### config.mk
export PLATFORM = sky130hd
export DESIGN_NAME = awp_store
export DESIGN_NICKNAME = d
export VERILOG_FILES = /design/src/hw/rtl/awp_pkg.sv /design/src/hw/rtl/awp_store.sv
export SDC_FILE = /design/constraint.sdc
export NUM_CORES = 2
export LEC_CHECK = 0
export BUFFER_PORTS_ARGS = -buffer_cell sky130_fd_sc_hd__buf_2
export CAP_MARGIN = 10
export CORE_MARGIN = 1.5
export CORE_UTILIZATION = 40
export CTS_BUF_LIST = sky130_fd_sc_hd__clkbuf_8
export DETAILED_ROUTE_END_ITERATION = 12
export GPL_TIMING_DRIVEN = 0
export SETUP_SLACK_MARGIN = 0.15
export SYNTH_ARGS = -nofsm -noshare
export SYNTH_HDL_FRONTEND = slang
export SYNTH_SLANG_ARGS = --single-unit
### constraint.sdc
create_clock -name i_clk -period 3.2 [get_ports i_clk]
set_input_delay 0.64 -clock i_clk [delete_from_list [all_inputs] [get_ports i_clk]]
set_output_delay 0.64 -clock i_clk [all_outputs]
set_load 0.01 [all_outputs]
### src/hw/rtl/awp_pkg.sv
// Package for the arbitrary waveform player: sizes, codes, shared types.
// No dependencies; the divider, the store and the player unit import it.
package awp_pkg;
    localparam int SAMPLES     = 400;
    localparam int FULL_SCALE  = 254;
    localparam int AMP_MAX     = 33;
    localparam int DUTY_MAX    = 100;
    localparam int PHASE_TURN  = 360;
    localparam int MARKER_SPAN = SAMPLES / 20;
    localparam int SIN_A = 51472;
    localparam int SIN_B = 21024;
    localparam int SIN_C = 2320;

    localparam int IDX_W  = $clog2(SAMPLES);
    localparam int CNT_W  = $clog2(SAMPLES + 1);
    localparam int DIV_NW = IDX_W + 16;
    localparam int DIV_DW = (CNT_W > 9) ? CNT_W : 9;
    localparam int DCNT_W = $clog2(DIV_NW + 1);

    // reciprocal multipliers for the divisions by constants (rounded up)
    localparam int AMP_SH    = 18;
    localparam int AMP_RECIP = ((1 << AMP_SH) + AMP_MAX - 1) / AMP_MAX;
    localparam int PEAK_MUL  = FULL_SCALE * AMP_RECIP;
    localparam int DUTY_SH   = 16;
    localparam int DUTY_MUL  = (SAMPLES * (1 << DUTY_SH) + DUTY_MAX - 1) / DUTY_MAX;
    localparam int PH_SH     = 16;
    localparam int PH_MUL    = (SAMPLES * (1 << PH_SH) + PHASE_TURN - 1) / PHASE_TURN;
    localparam int X_SH      = 16;
    localparam longint X_MUL = ((longint'(1) << (15 + X_SH)) + SAMPLES - 1) / SAMPLES;

    localparam int CFG_IDX_W  = 2;
    localparam int CFG_DATA_W = 9;
    localparam logic [CFG_IDX_W-1:0] CFG_WAVE  = 2'd0;
    localparam logic [CFG_IDX_W-1:0] CFG_AMP   = 2'd1;
    localparam logic [CFG_IDX_W-1:0] CFG_DUTY  = 2'd2;
    localparam logic [CFG_IDX_W-1:0] CFG_PHASE = 2'd3;

    localparam logic [1:0] ACT_TICK  = 2'd0;
    localparam logic [1:0] ACT_BEGIN = 2'd1;
    localparam logic [1:0] ACT_LOAD  = 2'd2;

    typedef enum logic [2:0] {
        SHAPE_OFF = 3'd0,
        SHAPE_SINE = 3'd1,
        SHAPE_TRI = 3'd2,
        SHAPE_SQUARE = 3'd3,
        SHAPE_ARB = 3'd4
    } t_wave;

    typedef enum logic [3:0] {
        S_IDLE, S_SHAPE, S_DIVW, S_SINX,
        S_P1, S_P2, S_P3, S_P4, S_P5, S_SINE, S_FIN
    } t_state;

    typedef struct packed {
        logic              start;
        logic [DIV_NW-1:0] num;
        logic [DIV_DW-1:0] den;
    } t_div_req;

    typedef struct packed {
        logic              done;
        logic [DIV_NW-1:0] quo;
    } t_div_rsp;

    typedef struct packed {
        logic             we;
        logic [IDX_W-1:0] waddr;
        logic [7:0]       wdata;
        logic [IDX_W-1:0] raddr;
    } t_store_req;
endpackage

### src/hw/rtl/awp_store.sv
// Arbitrary sample memory with a fill count; unwritten entries read as zero.
// Depends on awp_pkg.
module awp_store import awp_pkg::*; (
    input  logic       i_clk,
    input  logic       i_rst_n,
    input  t_store_req i_req,
    output logic [7:0] o_rdata
);
    logic [7:0]       mem [SAMPLES];
    logic [7:0]       r_rd;
    logic             r_vld;
    logic [CNT_W-1:0] r_fill;
    logic [CNT_W-1:0] wnext;

    // loads always run upward from zero, so everything below the fill mark is written
    assign wnext = CNT_W'(i_req.waddr) + 1'b1;

    always_ff @(posedge i_clk) begin
        if (!i_rst_n) begin
            r_fill <= '0;
        end else if (i_req.we && wnext > r_fill) begin
            r_fill <= wnext;
        end
    end

    always_ff @(posedge i_clk) begin
        if (i_req.we) begin
            mem[i_req.waddr] <= i_req.wdata;
        end
        r_rd  <= mem[i_req.raddr];
        r_vld <= CNT_W'(i_req.raddr) < r_fill;
    end

    assign o_rdata = r_vld ? r_rd : 8'd0;
endmodule

* Yosys cells after proc, flatten, opt, wreduce, memory -nomap -nowiden
Memory sizes are Yosys's and may differ from the RTL's. A register that Yosys moved wholly into a read port is not among the register bits. Index checks and enable logic that the tools add are counted.
Word-level totals: register bits 10, bits in latches 0, RAM bits 3200, memory bits (read-only) 0, bits of input ports 29, output and inout bits 8, logic and storage cells 10, memories 1
Memories:
- mem | words 400, width 8, read ports 1, clocked after Yosys merged registers in 1, wr ports 1, line awp_store.sv:9 | logic [7:0] mem [SAMPLES];
Operators by class: $add $sub $neg 1, $mul 0, divide/modulo/power cells 0, $lt $le $gt $ge 2, equality and inequality tests 0, shift operators 0, multiplexer cells 3, bitwise logic cells 0, reduce and logical (&&, ||, !) cells 1
Operators with widths (count):
- $add 9x1->9 const B | 1
- $gt 9x9->1 | 1
- $lt 9x9->1 | 1
- $mux 8 | 1
- $mux 1 | 2
- $logic_and 1x1->1 | 1

* Longest topological paths before layout
word-level depth 3, depth in mapped cells 13, gate-level depth less buffers 11

* Worst setup path before layout
Ideal clock, no wire load.
path type input to register, start in i_req[17] (netlist bit), end reg r_fill[2], setup time 0.086 ns, arrival time 2.918 ns, data required time 3.114 ns, setup slack 0.197 ns, stages on the path 12, buffers on the path 2, cells stage by stage ha_1 -> clkbuf_1 -> and3_1 -> nand3_1 -> nor2_1 -> xor2_1 -> ha_1 -> a21o_1 -> o21ai_1 -> clkbuf_1 -> nor2_1 -> a211oi_1
On the way: cells in the longest elaborated chain, start to end 3
Ends and longest elaborated chain:
- start, declared | line awp_store.sv:6 | input t_store_req i_req,
- $add 9x1->9 | line awp_store.sv:16 | assign wnext = CNT_W'(i_req.waddr) + 1'b1;
- via wnext[8] | line awp_store.sv:13 | logic [CNT_W-1:0] wnext;
- $gt 9x9->1 | line awp_store.sv:21 | end else if (i_req.we && wnext > r_fill) begin
- $logic_and 1x1->1 | line awp_store.sv:21
- end signal, assigned | line awp_store.sv:22 | r_fill <= wnext;
- end, declared | line awp_store.sv:12 | logic [CNT_W-1:0] r_fill;
The timed path passes the listed nets, and every way through them passes these cells. A chain may end at the register's enable or synchronous reset.

==> metrics.yaml <==
skew_ns: 0.0953
synth_edf_count: 3200
ys_ff_latch: 3218
wl_um: 401000
postRouteAntennaNets: 0
tritoncts: "built"
dieWidth_um: 561
hpwlAfterDp_um: 269000
finalCritPeriodShare_pct: 103
r2r_start: "mem[178][6]"
cp_max_fo: 10
drtIter0Drc: 10000
chipHeight_um: 561
yosysSeqAreaShare_pct: 77.3
portBuffers: 30
dp_cells: 9901
r2r_setup_slack_ns: 0.18
synth-async-reset-ratio_pct: 0
row_count: 204
syn_inst: 5708
cp.arrival_ns: 4.15
tns_ns: -1.01
fillers: 25800
min_period_ns: 3.30
power_density_nw_per_um2: 598
stdcell_count: 10800
fin_util_pct: 45.9
fin_nets: 6369
setup_viol: 45
avgSynthCellArea_um2: 21.8
rr_endpoint: "r_rd[6]"
holdPathEnd: "mem[48][4]"
cp_slowest_cell: "a221oi_1"
worst_path_largest_cell_delay_ns: 0.73
hold_path_class: "in -> reg"
criticalPathCategory: "in -> reg"
rsz0062_at_grt: "yes"
yosysWarnings: 0
gp_congestion: 0.953
htree_levels: 6
path_delay_family: "compound AO/OA/AOI/OAI gates"
dieArea_um2: 315000
crit_required_ns: 4.05
cp-start-kind: "input pin"
core_area_um2: 310000
grt_max_degree: 157
cap_violations: 0
first_pass_iters: 7
insertion_delay_ns: 1.09
vias_per_cell: 6.05
io_pins: 37
violations: "setup timing"
fmax_mhz: 303
pre_cts_slack_ns: -2.67
syn-cell-area_um2: 125000
cp_num_buf_inv: 4
initial_core_util_pct: 40.3
p_leak_nw: 44.2
worstMarginPinSlew_ns: 1.34
drc: 0
ys_types: 50
grt_use_total_pct: 25.2
finalHoldViolations: 0
whs_path_depth: 1
holdWs_ns: 0.125
synth_nets: 5758
cp_cell_sequence: "buf_2 -> buf_2 -> nor2b_1 -> nand2_1 -> clkbuf_2 -> clkbuf_2 -> o221ai_1 -> a221oi_1 -> nor4_4 -> a211oi_2"
grt_pass1_wl_um: 538000
irDropWorstVdd_mv: 0.460
finish.instance_area_um2: 142000
wire_per_inst_um: 37.0
status: "finished, violations left"
clockBufferDepth: 4
cts_sinks: 3218
worst_slew_margin_rel_pct: 10.8
clock-root-buffer: "clkbuf_8"
drive_above_1_share_pct: 30.9
endpoint_kind: "flop"
synth_ff_type: "edfxtp_1"
reg2regPathDepth: 7
dpl_cell_area_um2: 131000
path_clk_slew_ns: 0.06
antenna_found_initial: 25
area_growth_pct: 13.8
drv_slew: 0
vias: 65600
total_power_mw: 84.9
overflow: 0
hp-start: "i_req[13]"
grt_pass1_vias: 64800
cts-buffers-inserted: 528
timing.final.ws_setup_ns: -0.0989
## repair_timing
item | 4_1_cts | 5_1_grt
hold buffers | 7 | 0
resized for setup | 357 | 138
hold endpoints to repair | 84 | 0
pin swaps | 3 | 5
endpoints found under the setup margin | 1459 | 1249
buffers inserted | 3 | 0
## registers in the layout (all words and copies together), names as in the netlist
register,flops
r_vld,1
r_fill,9
mem,3200
r_rd,8
## synth_stat cells (21+ instances only)
| cell | count | area share, % |
|---|---|---|
| edfxtp_1 | 3200 | 77 |
| mux4_2 | 831 | 15 |
| nor2_1 | 461 | 1.4 |
| clkbuf_1 | 166 | 0.50 |
| nand2_1 | 107 | 0.32 |
| mux2i_1 | 104 | 0.83 |
| o21ai_0 | 90 | 0.36 |
| a21oi_1 | 81 | 0.33 |
| buf_4 | 80 | 0.48 |
| a22oi_1 | 73 | 0.44 |
| buf_2 | 62 | 0.25 |
| mux2_2 | 57 | 0.51 |
| a221oi_1 | 43 | 0.30 |
| o221ai_1 | 37 | 0.26 |
| a211oi_1 | 30 | 0.18 |
| nand3_1 | 30 | 0.12 |
| buf_1 | 26 | 0.078 |
| nor3_1 | 22 | 0.088 |
| ha_1 | 21 | 0.21 |
| o22a_1 | 21 | 0.15 |
## metal layers
| metal | up-vias | global-route usage, % | wire, um |
|---|---|---|---|
| met5 | - | 0 | 64 |
| met4 | 10 | 13.8 | 23000 |
| met3 | 884 | 6.55 | 44000 |
| met2 | 4282 | 38.7 | 185000 |
| met1 | 35100 | 32.8 | 149000 |
| li1 | 25300 | - | - |
## cell usage in the layout, fill, tap and decap left out, types with 11 or more instances in the layout
| cell | Yosys | routed |
|---|---|---|
| o22a_1 | 21 | 21 |
| ha_1 | 21 | 21 |
| inv_6 | 0 | 15 |
| nor2b_1 | 18 | 14 |
| clkbuf_8 | 0 | 543 |
| clkbuf_2 | 0 | 77 |
| diode_2 | 0 | 14 |
| buf_8 | 0 | 27 |
| o221ai_1 | 37 | 35 |
| nor2_2 | 0 | 123 |
| buf_2 | 62 | 53 |
| buf_6 | 15 | 54 |
| mux4_2 | 831 | 831 |
| nand2_1 | 107 | 107 |
| a21oi_1 | 81 | 72 |
| mux2i_1 | 104 | 97 |
| nor2_1 | 461 | 322 |
| o21ai_1 | 9 | 11 |
| inv_1 | 12 | 188 |
| a22oi_1 | 73 | 71 |
| a221oi_2 | 0 | 17 |
| mux2_2 | 57 | 57 |
| o21ai_0 | 90 | 87 |
| buf_16 | 0 | 27 |
| clkinv_1 | 1 | 109 |
| nor2_4 | 0 | 16 |
| and2_1 | 12 | 12 |
| inv_8 | 0 | 13 |
| nor3_1 | 22 | 21 |
| a221oi_1 | 43 | 26 |
| edfxtp_1 | 3200 | 3200 |
| nand3_1 | 30 | 29 |
| clkinv_2 | 0 | 39 |
| clkbuf_4 | 0 | 19 |
| a211oi_1 | 30 | 21 |
| clkinvlp_4 | 0 | 11 |
| clkbuf_1 | 166 | 70 |
| buf_4 | 80 | 79 |
| dfxtp_1 | 18 | 17 |
## report_power, final
| part | leakage (nW) | internal [mW] | switching (mW) |
|---|---|---|---|
| Sequential | 28.9 | 46.4 | 0.0443 |
| Combinational | 9.90 | 1.69 | 3.70 |
| Clock | 5.41 | 16.3 | 16.7 |
## final cells by class
type	instances	area, um2	share of cell area (%)
sequential	3218	96500	67.9
multi-input combinational	2128	27200	19.2
clock buffer	541	7450	5.24
tap	4120	5150	3.63
buffer	347	2440	1.72
clock inverter	372	1870	1.31
timing repair buffer	83	1280	0.900
inverter	13	48.8	0.0344
antenna	14	35.0	0.0247
## cell families after synthesis
group | share of synthesized area, %
multiplexers | 16.4
buffers and inverters | 1.48
flip-flops | 77.3
XOR/XNOR | 0.0492
adder cells (fa/ha/maj) | 0.211
AND/OR/NAND/NOR | 2.23
AO/OA/AOI/OAI | 2.32
## how the worst max path moves through the flow
stage	to	cells past startpoint	slack, ns	start
after floorplan	r_fill[2]	12	0.20	i_req[17]
after global placement	mem[248][2]	1	-4.21	i_req[11]
after detailed placement	r_rd[5]	10	-2.67	i_req[3]
after CTS	r_rd[5]	12	0.02	i_req[1]
after global routing	mem[321][7]	5	0.01	i_req[19]
final	r_rd[5]	10	-0.1	i_req[2]
(Power assumes the default switching activity.)
