`config.mk`:
```
export PLATFORM = sky130hd
export DESIGN_NAME = awp_div
export DESIGN_NICKNAME = d
export VERILOG_FILES = /design/src/hw/rtl/awp_pkg.sv /design/src/hw/rtl/awp_div.sv
export SDC_FILE = /design/constraint.sdc
export NUM_CORES = 1
export LEC_CHECK = 0
export BUFFER_PORTS_ARGS = -buffer_cell sky130_fd_sc_hd__buf_2
export CORE_MARGIN = 3
export CORE_UTILIZATION = 23
export DETAILED_ROUTE_END_ITERATION = 10
export RECOVER_POWER = 50
export SYNTH_ARGS = -nofsm -noshare
export SYNTH_HDL_FRONTEND = slang
export SYNTH_SLANG_ARGS = --single-unit
```
`constraint.sdc`:
```
create_clock -name i_clk -period 3.9 [get_ports i_clk]
set_input_delay 0.195 -clock i_clk [delete_from_list [all_inputs] [get_ports i_clk]]
set_output_delay 0.195 -clock i_clk [all_outputs]
set_load 0.01 [all_outputs]
```
`src/hw/rtl/awp_pkg.sv`:
```
// Package for the arbitrary waveform player: sizes, codes, shared types.
// No dependencies; the divider, the store and the player unit import it.
package awp_pkg;
    localparam int SAMPLES     = 400;
    localparam int FULL_SCALE  = 254;
    localparam int AMP_MAX     = 33;
    localparam int DUTY_MAX    = 100;
    localparam int PHASE_TURN  = 360;
    localparam int MARKER_SPAN = SAMPLES / 20;
    localparam int SIN_A = 51472;
    localparam int SIN_B = 21024;
    localparam int SIN_C = 2320;

    localparam int IDX_W  = $clog2(SAMPLES);
    localparam int CNT_W  = $clog2(SAMPLES + 1);
    localparam int DIV_NW = IDX_W + 16;
    localparam int DIV_DW = (CNT_W > 9) ? CNT_W : 9;
    localparam int DCNT_W = $clog2(DIV_NW + 1);

    // reciprocal multipliers for the divisions by constants (rounded up)
    localparam int AMP_SH    = 18;
    localparam int AMP_RECIP = ((1 << AMP_SH) + AMP_MAX - 1) / AMP_MAX;
    localparam int PEAK_MUL  = FULL_SCALE * AMP_RECIP;
    localparam int DUTY_SH   = 16;
    localparam int DUTY_MUL  = (SAMPLES * (1 << DUTY_SH) + DUTY_MAX - 1) / DUTY_MAX;
    localparam int PH_SH     = 16;
    localparam int PH_MUL    = (SAMPLES * (1 << PH_SH) + PHASE_TURN - 1) / PHASE_TURN;
    localparam int X_SH      = 16;
    localparam longint X_MUL = ((longint'(1) << (15 + X_SH)) + SAMPLES - 1) / SAMPLES;

    localparam int CFG_IDX_W  = 2;
    localparam int CFG_DATA_W = 9;
    localparam logic [CFG_IDX_W-1:0] CFG_WAVE  = 2'd0;
    localparam logic [CFG_IDX_W-1:0] CFG_AMP   = 2'd1;
    localparam logic [CFG_IDX_W-1:0] CFG_DUTY  = 2'd2;
    localparam logic [CFG_IDX_W-1:0] CFG_PHASE = 2'd3;

    localparam logic [1:0] ACT_TICK  = 2'd0;
    localparam logic [1:0] ACT_BEGIN = 2'd1;
    localparam logic [1:0] ACT_LOAD  = 2'd2;

    typedef enum logic [2:0] {
        SHAPE_OFF = 3'd0,
        SHAPE_SINE = 3'd1,
        SHAPE_TRI = 3'd2,
        SHAPE_SQUARE = 3'd3,
        SHAPE_ARB = 3'd4
    } t_wave;

    typedef enum logic [3:0] {
        S_IDLE, S_SHAPE, S_DIVW, S_SINX,
        S_P1, S_P2, S_P3, S_P4, S_P5, S_SINE, S_FIN
    } t_state;

    typedef struct packed {
        logic              start;
        logic [DIV_NW-1:0] num;
        logic [DIV_DW-1:0] den;
    } t_div_req;

    typedef struct packed {
        logic              done;
        logic [DIV_NW-1:0] quo;
    } t_div_rsp;

    typedef struct packed {
        logic             we;
        logic [IDX_W-1:0] waddr;
        logic [7:0]       wdata;
        logic [IDX_W-1:0] raddr;
    } t_store_req;
endpackage

```
`src/hw/rtl/awp_div.sv`:
```
// Restoring divider, one quotient bit per cycle.
// Depends on awp_pkg.
module awp_div import awp_pkg::*; (
    input  logic     i_clk,
    input  logic     i_rst_n,
    input  t_div_req i_req,
    output t_div_rsp o_rsp
);
    logic [DIV_NW-1:0] r_quo;
    logic [DIV_DW-1:0] r_rem;
    logic [DIV_DW-1:0] r_den;
    logic [DCNT_W-1:0] r_cnt;
    logic              r_busy;
    logic              r_done;
    logic [DIV_DW:0]   trial;
    logic              ge;
    logic [DIV_DW:0]   diff;

    assign trial = {r_rem, r_quo[DIV_NW-1]};
    assign ge    = trial >= {1'b0, r_den};
    assign diff  = trial - {1'b0, r_den};

    always_ff @(posedge i_clk) begin
        if (!i_rst_n) begin
            r_busy <= 1'b0;
            r_done <= 1'b0;
            r_cnt  <= '0;
        end else begin
            r_done <= 1'b0;
            if (i_req.start) begin
                r_busy <= 1'b1;
                r_cnt  <= DCNT_W'(DIV_NW);
            end else if (r_busy) begin
                r_cnt <= r_cnt - 1'b1;
                if (r_cnt == DCNT_W'(1)) begin
                    r_busy <= 1'b0;
                    r_done <= 1'b1;
                end
            end
        end
    end

    always_ff @(posedge i_clk) begin
        if (i_req.start) begin
            r_quo <= i_req.num;
            r_rem <= '0;
            r_den <= i_req.den;
        end else if (r_busy) begin
            r_rem <= ge ? diff[DIV_DW-1:0] : trial[DIV_DW-1:0];
            r_quo <= {r_quo[DIV_NW-2:0], ge};
        end
    end

    assign o_rsp.done = r_done;
    assign o_rsp.quo  = r_quo;
endmodule

```
======== Word level (Yosys, flattened, before mapping) ========
Cells that the tools add are included.
cells by class
  muxes and demuxes ....................... 9
  reduce and logical (&&, ||, !) cells .... 3
  magnitude comparators ................... 1
  multiply operators ...................... 0
  eq/ne operators ......................... 1
  bitwise operators ....................... 2
  shifts and indexed selects .............. 0
  div/mod/pow operators ................... 0
  add/sub/neg operators ................... 2
operators by type and width
  kind                                                                count
  25-bit two-way mux                                                  2
  10-bit by 9-bit >= comparator with 1-bit output                     1
  5-bit two-way mux                                                   2
  9-bit two-way mux                                                   1
  9-bit subtractor                                                    1
  5-bit by 1-bit == test with 1-bit output, second input constant     1
  5-bit by 1-bit subtractor with 5-bit output, second input constant  1
  1-bit two-way mux                                                   4
  3-bit OR reduction                                                  1
  1-bit NOT                                                           2
  2-bit nonzero test                                                  1
  2-bit OR reduction                                                  1
word-level totals
  logic and storage cells ................. 25
  latch bits .............................. 0
  output and inout bits ................... 26
  register bits ........................... 50
  bits in writable memories ............... 0
  memories kept ........................... 0
  input bits .............................. 37
  memory bits (read-only) ................. 0

======== Logic depth before layout (Yosys ltp) ========
Gate-level depths: netlist (run 1).
  word-level depth ........................ 4
  mapped depth ............................ 10
  gate-level depth less buffers ........... 9

======== Worst setup path before layout (run 1) ========
OpenSTA, ideal clock, no wires.
  path kind ............................... register -> register
  from .................................... reg r_quo[24]
  to ...................................... reg r_rem[7]
  path buffers ............................ 1
  setup slack ............................. 1.393 ns
  period minus slack after synthesis ...... 2.507 ns
  setup time .............................. 0.117 ns
  data required time ...................... 3.783 ns
  stages on the path, launching flop included .. 11
  arrival time ............................ 2.390 ns
  cells stage by stage .................... edfxtp_1 > inv_1 > ha_1 > inv_1 > fa_1 > a211oi_2 > o31ai_4 > a211oi_4 > buf_2 > nand2_1 > a32o_1
between the ends
  cells in the longest elaborated chain, start to end .. 2
  elaborated cells on any way between the ends .. 3
  classes of those cells .................. add/sub (1); order compare (1); mux (1)
RTL lines
  item                                                                                 RTL line                      source
  from (decl)                                                                          awp_div.sv:9                  logic [DIV_NW-1:0] r_quo;
  from (signal assigned)                                                               awp_div.sv:45                 r_quo <= i_req.num;
  from (signal assigned)                                                               awp_div.sv:50                 r_quo <= {r_quo[DIV_NW-2:0], ge};
  9-bit subtractor or 10-bit by 9-bit >= comparator with 1-bit output (tied branches)  awp_div.sv:21, awp_div.sv:20
  9-bit two-way mux (*)                                                                awp_div.sv:49                 r_rem <= ge ? diff[DIV_DW-1:0] : trial[DIV_DW-1:0];
  to (signal assigned)                                                                 awp_div.sv:49
  to (decl)                                                                            awp_div.sv:10                 logic [DIV_DW-1:0] r_rem;
Mark *: on every way between the ends. The rest lies on a longest branch, timed or not.
A chain may end at the register's enable or synchronous reset.

======== Final worst setup path (run 1) ========
  from .................................... reg r_quo[24]
  to ...................................... reg r_rem[3]
The elaborated chain is that of the path after synthesis.

==> flow_summary_export.csv, run 1 <==
group,metric,value,unit
synthesis,synth.distinct_cells,44,
placed_design,place.gp.congestion,0.769,
placed_design,placed_cell_area,2920,µm²
clock_network,cts.path.max_buffers,2,
timing,clock-skew-final,0.0101,ns
clock_network,cts_resized,0,
synthesis,synth_top_area_frac,0.414,
detailed_routing,drtIter0Drc,117,
detailed_routing,dr.pass1.iters,4,
clock_network,root_buffer,"clkbuf_8",
global_routing,grtUsageTotal,0.0888,
critical_path,cp.arrival,2.87,ns
die,die_y,110,µm
synthesis,synth.avg_cell_area,12.4,µm²
detailed_routing,vias_per_cell,4.39,
synthesis,synth.cell_area,2470,µm²
clock_network,clock_latency,0.30,ns
timing,layout_setup_ws,1.12,ns
critical_path,required,4.00,ns
die,die_w,110,µm
synthesis,synthesis.nets,248,
placed_design,port-buffer-count,62,
clock_network,postCtsSetupBuffers,0,
global_routing,grt_pass1_vias,1713,
synthesis,synthMuxAreaShare,0.138,
layout,num-nets-final,310,
synthesis,synth_ff_type,"edfxtp_1",
critical_path,critPathMaxFanout,15,
layout,layoutNonFillerInstCount,398,
global_routing,grt_pass1_wl,8.31,mm
die,ioPinCount,63,
power,power.density,389,nW/µm²
synthesis,synth_top_family_by_area,"multiplexers",
timing,final.setup.tns,0,ns
worst_hold_path,hold_path_class,"primary input to register",
die,core,10400,µm²
synthesis,synthXorXnorAreaFrac,0.0319,
global_routing,grt_max_degree,43,
timing,slew_headroom,-0.420,
critical_path,worst_setup_path_end_kind,"register",
die,dieArea,12000,µm²
global_routing,grt_antenna_before_repair,0,
detailed_routing,routed_wl,5.09,mm
synthesis,synthSimpleGateAreaFrac,0.0907,
synthesis,ys_warn_count,0,
timing,rsz0062_at_grt,"no",
power,power_leakage,1.20,nW
synthesis,syn_inst,199,
clock_network,clkTransAtPathRegs,0.10,ns
global_routing,grt-ovfl-total,0,
placed_design,dp_hpwl,3.79,mm
synthesis,synthAdderAreaFrac,0.0639,
synthesis,synth-seq-cells,50,
clock_network,htreeDepth,2,
job,maxCapViolations,1,
synthesis,async_flop_share,0,
outcome,violations,"capacitance limit, slew limit",
layout,syn_to_final_growth,20.3,%
critical_path,startpoint_type,"register",
layout,finalInstanceArea,2970,µm²
timing,min_period,2.78,ns
clock_network,tritoncts,"yes",
clock_network,cts_buffers,5,
placed_design,dp_cells,390,
layout,drive_gt1_frac,0.286,
synthesis,synth_edf_count,34,
synthesis,synth_area_leader_cell,"edfxtp_1",
power,vdd_ir_drop_max,0.223,mV
power,p_total,1.16,mW
detailed_routing,wl_per_cell,12.8,µm
detailed_routing,ant_nets,0,
clock_network,cts_hold_buf,0,
die,start_util,0.238,
timing,final-setup-viol-count,0,
timing,post-route-period-util,0.712,
detailed_routing,drc,0,
clock_network,cts.sinks,50,
layout,diodes,0,
synthesis,synth.area.top_cells,"edfxtp_1 (41%), dfxtp_1 (13%), mux2_2 (11%), ha_1 (5.6%), xor2_1 (2.8%)",
outcome,status,"finished, violations left",
timing,hold_viol,0,
placed_design,post-place-ws,1.19,ns
detailed_routing,vias,1746,
synthesis,ys_seq_area_frac,0.543,
die,rows,37,
timing,tightest_slew,2.13,ns
timing,drv_slew,43,
synthesis,synth_compound_area_frac,0.0887,
timing,max_clock_freq,360,MHz
critical_path,path_class,"register to register",
area by class of cell:
type,count,area [µm²]
sequential,50,1340
multi-input combinational,123,1020
timing repair buffer,63,282
clock inverter,3,20.0
fill,1126,7400
clock buffer,5,68.8
tap,136,170
inverter,18,67.6
flip-flops by register name, indices dropped and copies added, names as in the netlist:
signal,cells
r_rem,9
r_busy,1
r_done,1
r_den,9
r_cnt,5
r_quo,25
synthesized netlist by cell type, types with 2 or more instances:
library cell,instances
nor3_1,3
o311ai_0,2
buf_4,2
nand3_1,6
mux2_2,25
nand2_1,8
a211oi_1,2
ha_1,11
nor2_1,15
nand2b_1,3
a21oi_1,6
dfxtp_1,16
a31oi_1,2
edfxtp_1,34
xor2_1,8
mux2i_1,6
o21ai_0,2
inv_1,18
a32oi_1,2
clkbuf_1,4
critical path: stages (launching register included):
cell      delay, ns
edfxtp_1       0.42
inv_1          0.09
ha_1           0.16
inv_1          0.05
fa_1           0.41
a211oi_2       0.31
o31ai_4        0.13
a211oi_4       0.66
mux2i_1        0.26
a211oi_1       0.08
cell usage in the layout (no fill, tap or decap), types with 6 or more instances in the layout:
cell,instances
dfxtp_1,16
mux2i_1,6
mux2_2,25
nand3_1,6
nor2_1,15
buf_2,36
edfxtp_1,34
xor2_1,8
inv_1,18
a21oi_1,6
nand2_1,8
clkbuf_1,27
ha_1,11
final timing paths:
path,from,end,slack [ns],cells past startpoint
worst min-delay path,i_req[7],r_den[7],0.06,1
worst max register to register,r_quo[24],r_rem[3],1.12,9
worst max-delay path,r_quo[24],r_rem[3],1.12,9
worst min register to register,r_rem[2],r_rem[2],0.49,2
routing by layer:
layer | GRT usage | wire length, µm
met1 | 0.114 | 2260
met2 | 0.137 | 2390
met5 | 0 | 0
met3 | 0.0247 | 275
met4 | 0.0445 | 161
power by group:
| part | total, mW | internal [mW] | leakage [nW] | switching [mW] |
|---|---|---|---|---|
| Sequential | 0.646 | 0.620 | 0.471 | 0.0265 |
| Combinational | 0.205 | 0.0919 | 0.681 | 0.114 |
| Clock | 0.304 | 0.127 | 0.0484 | 0.177 |
stage by stage:
| stage | utilization | hold WS (ns) |
|---|---|---|
| finish | 0.286 | 0.0633 |
| detailed placement | 0.281 | 0.373 |
| CTS | 0.290 | 0.0496 |
| floorplan | - | 0.294 |
| global route | 0.286 | 0.0392 |
| global placement | 0.281 | 0.374 |
logic make-up (layout without fill, tap and decap cells):
family / Yosys count / count (layout)
compound gates: 27 / 27
xor+xnor: 9 / 9
fa+ha+maj: 12 / 12
buf+inv: 26 / 89
flops: 50 / 50
mux: 31 / 31
simple gates: 44 / 44
(Power assumes the default switching activity.)
==> run 2: changes to the inputs <==
- clock period: 3.9 -> 2.9 ns (I/O delays scaled with it)
==> flow_summary_export.csv, run 2 (synthesized netlist as in run 1, its figures left out) <==
group,metric,value,unit
placed_design,dp_hpwl,3.83,mm
power,power_leakage,1.23,nW
clock_network,clkTransAtPathRegs,0.10,ns
detailed_routing,routed_wl,5.16,mm
global_routing,grtUsageTotal,0.0894,
placed_design,dp_cells,391,
global_routing,grt_pass1_wl,8.47,mm
layout,drive_gt1_frac,0.293,
timing,final-setup-viol-count,0,
timing,hold_ws,0.0139,ns
layout,largest_reg_flops,25,
detailed_routing,drc,0,
detailed_routing,drtIter0Drc,105,
detailed_routing,vias_per_cell,4.34,
placed_design,place.gp.congestion,0.855,
critical_path,ff2ff_setup_slack,0.25,ns
clock_network,clock_latency,0.30,ns
clock_network,cts.sinks,50,
timing,rsz0062_at_grt,"no",
timing,tightest_slew,1.06,ns
critical_path,critPathMaxFanout,8,
global_routing,grt-ovfl-total,0,
critical_path,startpoint,"r_quo[24]",
die,core,10400,µm²
detailed_routing,ant_nets,0,
critical_path,path_class,"register to register",
detailed_routing,vias,1744,
critical_path,startpoint_type,"register",
critical_path,timing.rr.start,"r_quo[24]",
critical_path,endpoint,"r_rem[3]",
die,die_y,110,µm
critical_path,cp.arrival,2.83,ns
job,maxCapViolations,0,
clock_network,tritoncts,"yes",
timing,post-route-period-util,0.915,
die,ioPinCount,63,
timing,max_clock_freq,377,MHz
critical_path,rr_endpoint,"r_rem[3]",
layout,syn_to_final_growth,23.0,%
clock_network,postCtsSetupBuffers,0,
placed_design,post-place-ws,0.269,ns
die,start_util,0.238,
placed_design,port-buffer-count,62,
timing,hold_viol,0,
layout,largest-register,"r_quo",
outcome,status,"finished, final reports clean",
timing,slew_headroom,0.290,
global_routing,grt_max_degree,43,
clock_network,root_buffer,"clkbuf_8",
timing,final.setup.tns,0,ns
layout,final_common_cell,"buf_2",
power,power.density,543,nW/µm²
timing,clock-skew-final,0.00619,ns
detailed_routing,wl_per_cell,12.8,µm
layout,layoutNonFillerInstCount,402,
die,rows,37,
clock_network,cts_buffers,5,
clock_network,htreeDepth,2,
critical_path,rr_worst_depth,10,
worst_hold_path,min_from,"i_req[7]",
timing,layout_setup_ws,0.245,ns
layout,fillers,1113,
layout,multi_input_area,1020,µm²
die,die_w,110,µm
power,vdd_ir_drop_max,0.320,mV
layout,top_regs,"r_quo (25), r_den (9), r_rem (9)",
worst_hold_path,hold_path_class,"primary input to register",
timing,drv_slew,0,
global_routing,grt_antenna_before_repair,0,
critical_path,worst_setup_path_end_kind,"register",
critical_path,required,3.07,ns
clock_network,cts_resized,0,
layout,num-nets-final,314,
die,dieArea,12000,µm²
timing,min_period,2.65,ns
global_routing,grt_pass1_vias,1770,
layout,diodes,0,
detailed_routing,dr.pass1.iters,4,
layout,ff_latch_area,1340,µm²
clock_network,cts.path.max_buffers,2,
layout,layout_common_cells,"buf_2 (37), edfxtp_1 (34), mux2_2 (25), clkbuf_1 (25), inv_1 (18)",
run 2: cell count changes in the layout (fill, tap and decap cells not counted), sizes merged:
cell / previous run / this run
clkbuf: 32 / 30
buf: 36 / 39
clkinv: 2 / 1
dlygate4sd3: 0 / 3
bufinv: 0 / 1
run 2: worst min path at each step:
stage | slack (ns) | to | cells after the start
after global placement | 0.32 | r_den[1] | 1
after detailed placement | 0.32 | r_den[1] | 1
after floorplan | 0.24 | r_den[0] | 0
after CTS | 0.003 | r_den[6] | 1
final | 0.01 | r_den[7] | 1
after global routing | 0.0002 | r_den[7] | 1
run 2: layout make-up:
type | count | share of cell area
timing repair buffer | 67 | 0.107
sequential | 50 | 0.442
clock buffer | 5 | 0.0227
tap | 136 | 0.0560
clock inverter | 3 | 0.0144
inverter | 18 | 0.0222
multi-input combinational | 123 | 0.336
run 2: per-stage QoR:
| stage | total power [mW] | cell area (µm²) | utilization |
|---|---|---|---|
| 4_1_cts | 1.68 | 3050 | 0.294 |
| 3_5_place_dp | 1.18 | 2930 | 0.282 |
| 2_1_floorplan | 1.07 | 2470 | - |
| 3_3_place_gp | 1.17 | 2930 | 0.282 |
| 6_report | 1.65 | 3040 | 0.293 |
| 5_1_grt | 1.74 | 3040 | 0.293 |
run 2: critical path, stage by stage, from the launching register on:
cell      delay (ns)
edfxtp_1        0.43
inv_1           0.08
ha_1            0.15
inv_1           0.05
fa_1            0.41
a211oi_2        0.31
o31ai_4         0.13
a211oi_4        0.44
buf_4           0.25
mux2i_1         0.19
a211oi_1        0.08
run 2: what timing repair did:
| item | in CTS | in global routing |
|---|---|---|
| setup endpoints to repair | 0 | 0 |
| hold buffers | 1 | 2 |
| endpoints found under the hold margin | 1 | 2 |
run 2: power by group:
part,internal [mW],switching [mW]
clock network,0.259,0.240
logic,0.126,0.155
registers,0.834,0.0361
total,1.22,0.431
run 2: metal layers:
metal / vias up / share of wire / track usage
met5: - / 0 / 0
met4: 0 / 0.026 / 0.0419
met3: 12 / 0.054 / 0.0235
met2: 59 / 0.48 / 0.142
met1: 817 / 0.44 / 0.113
li1: 856 / - / -
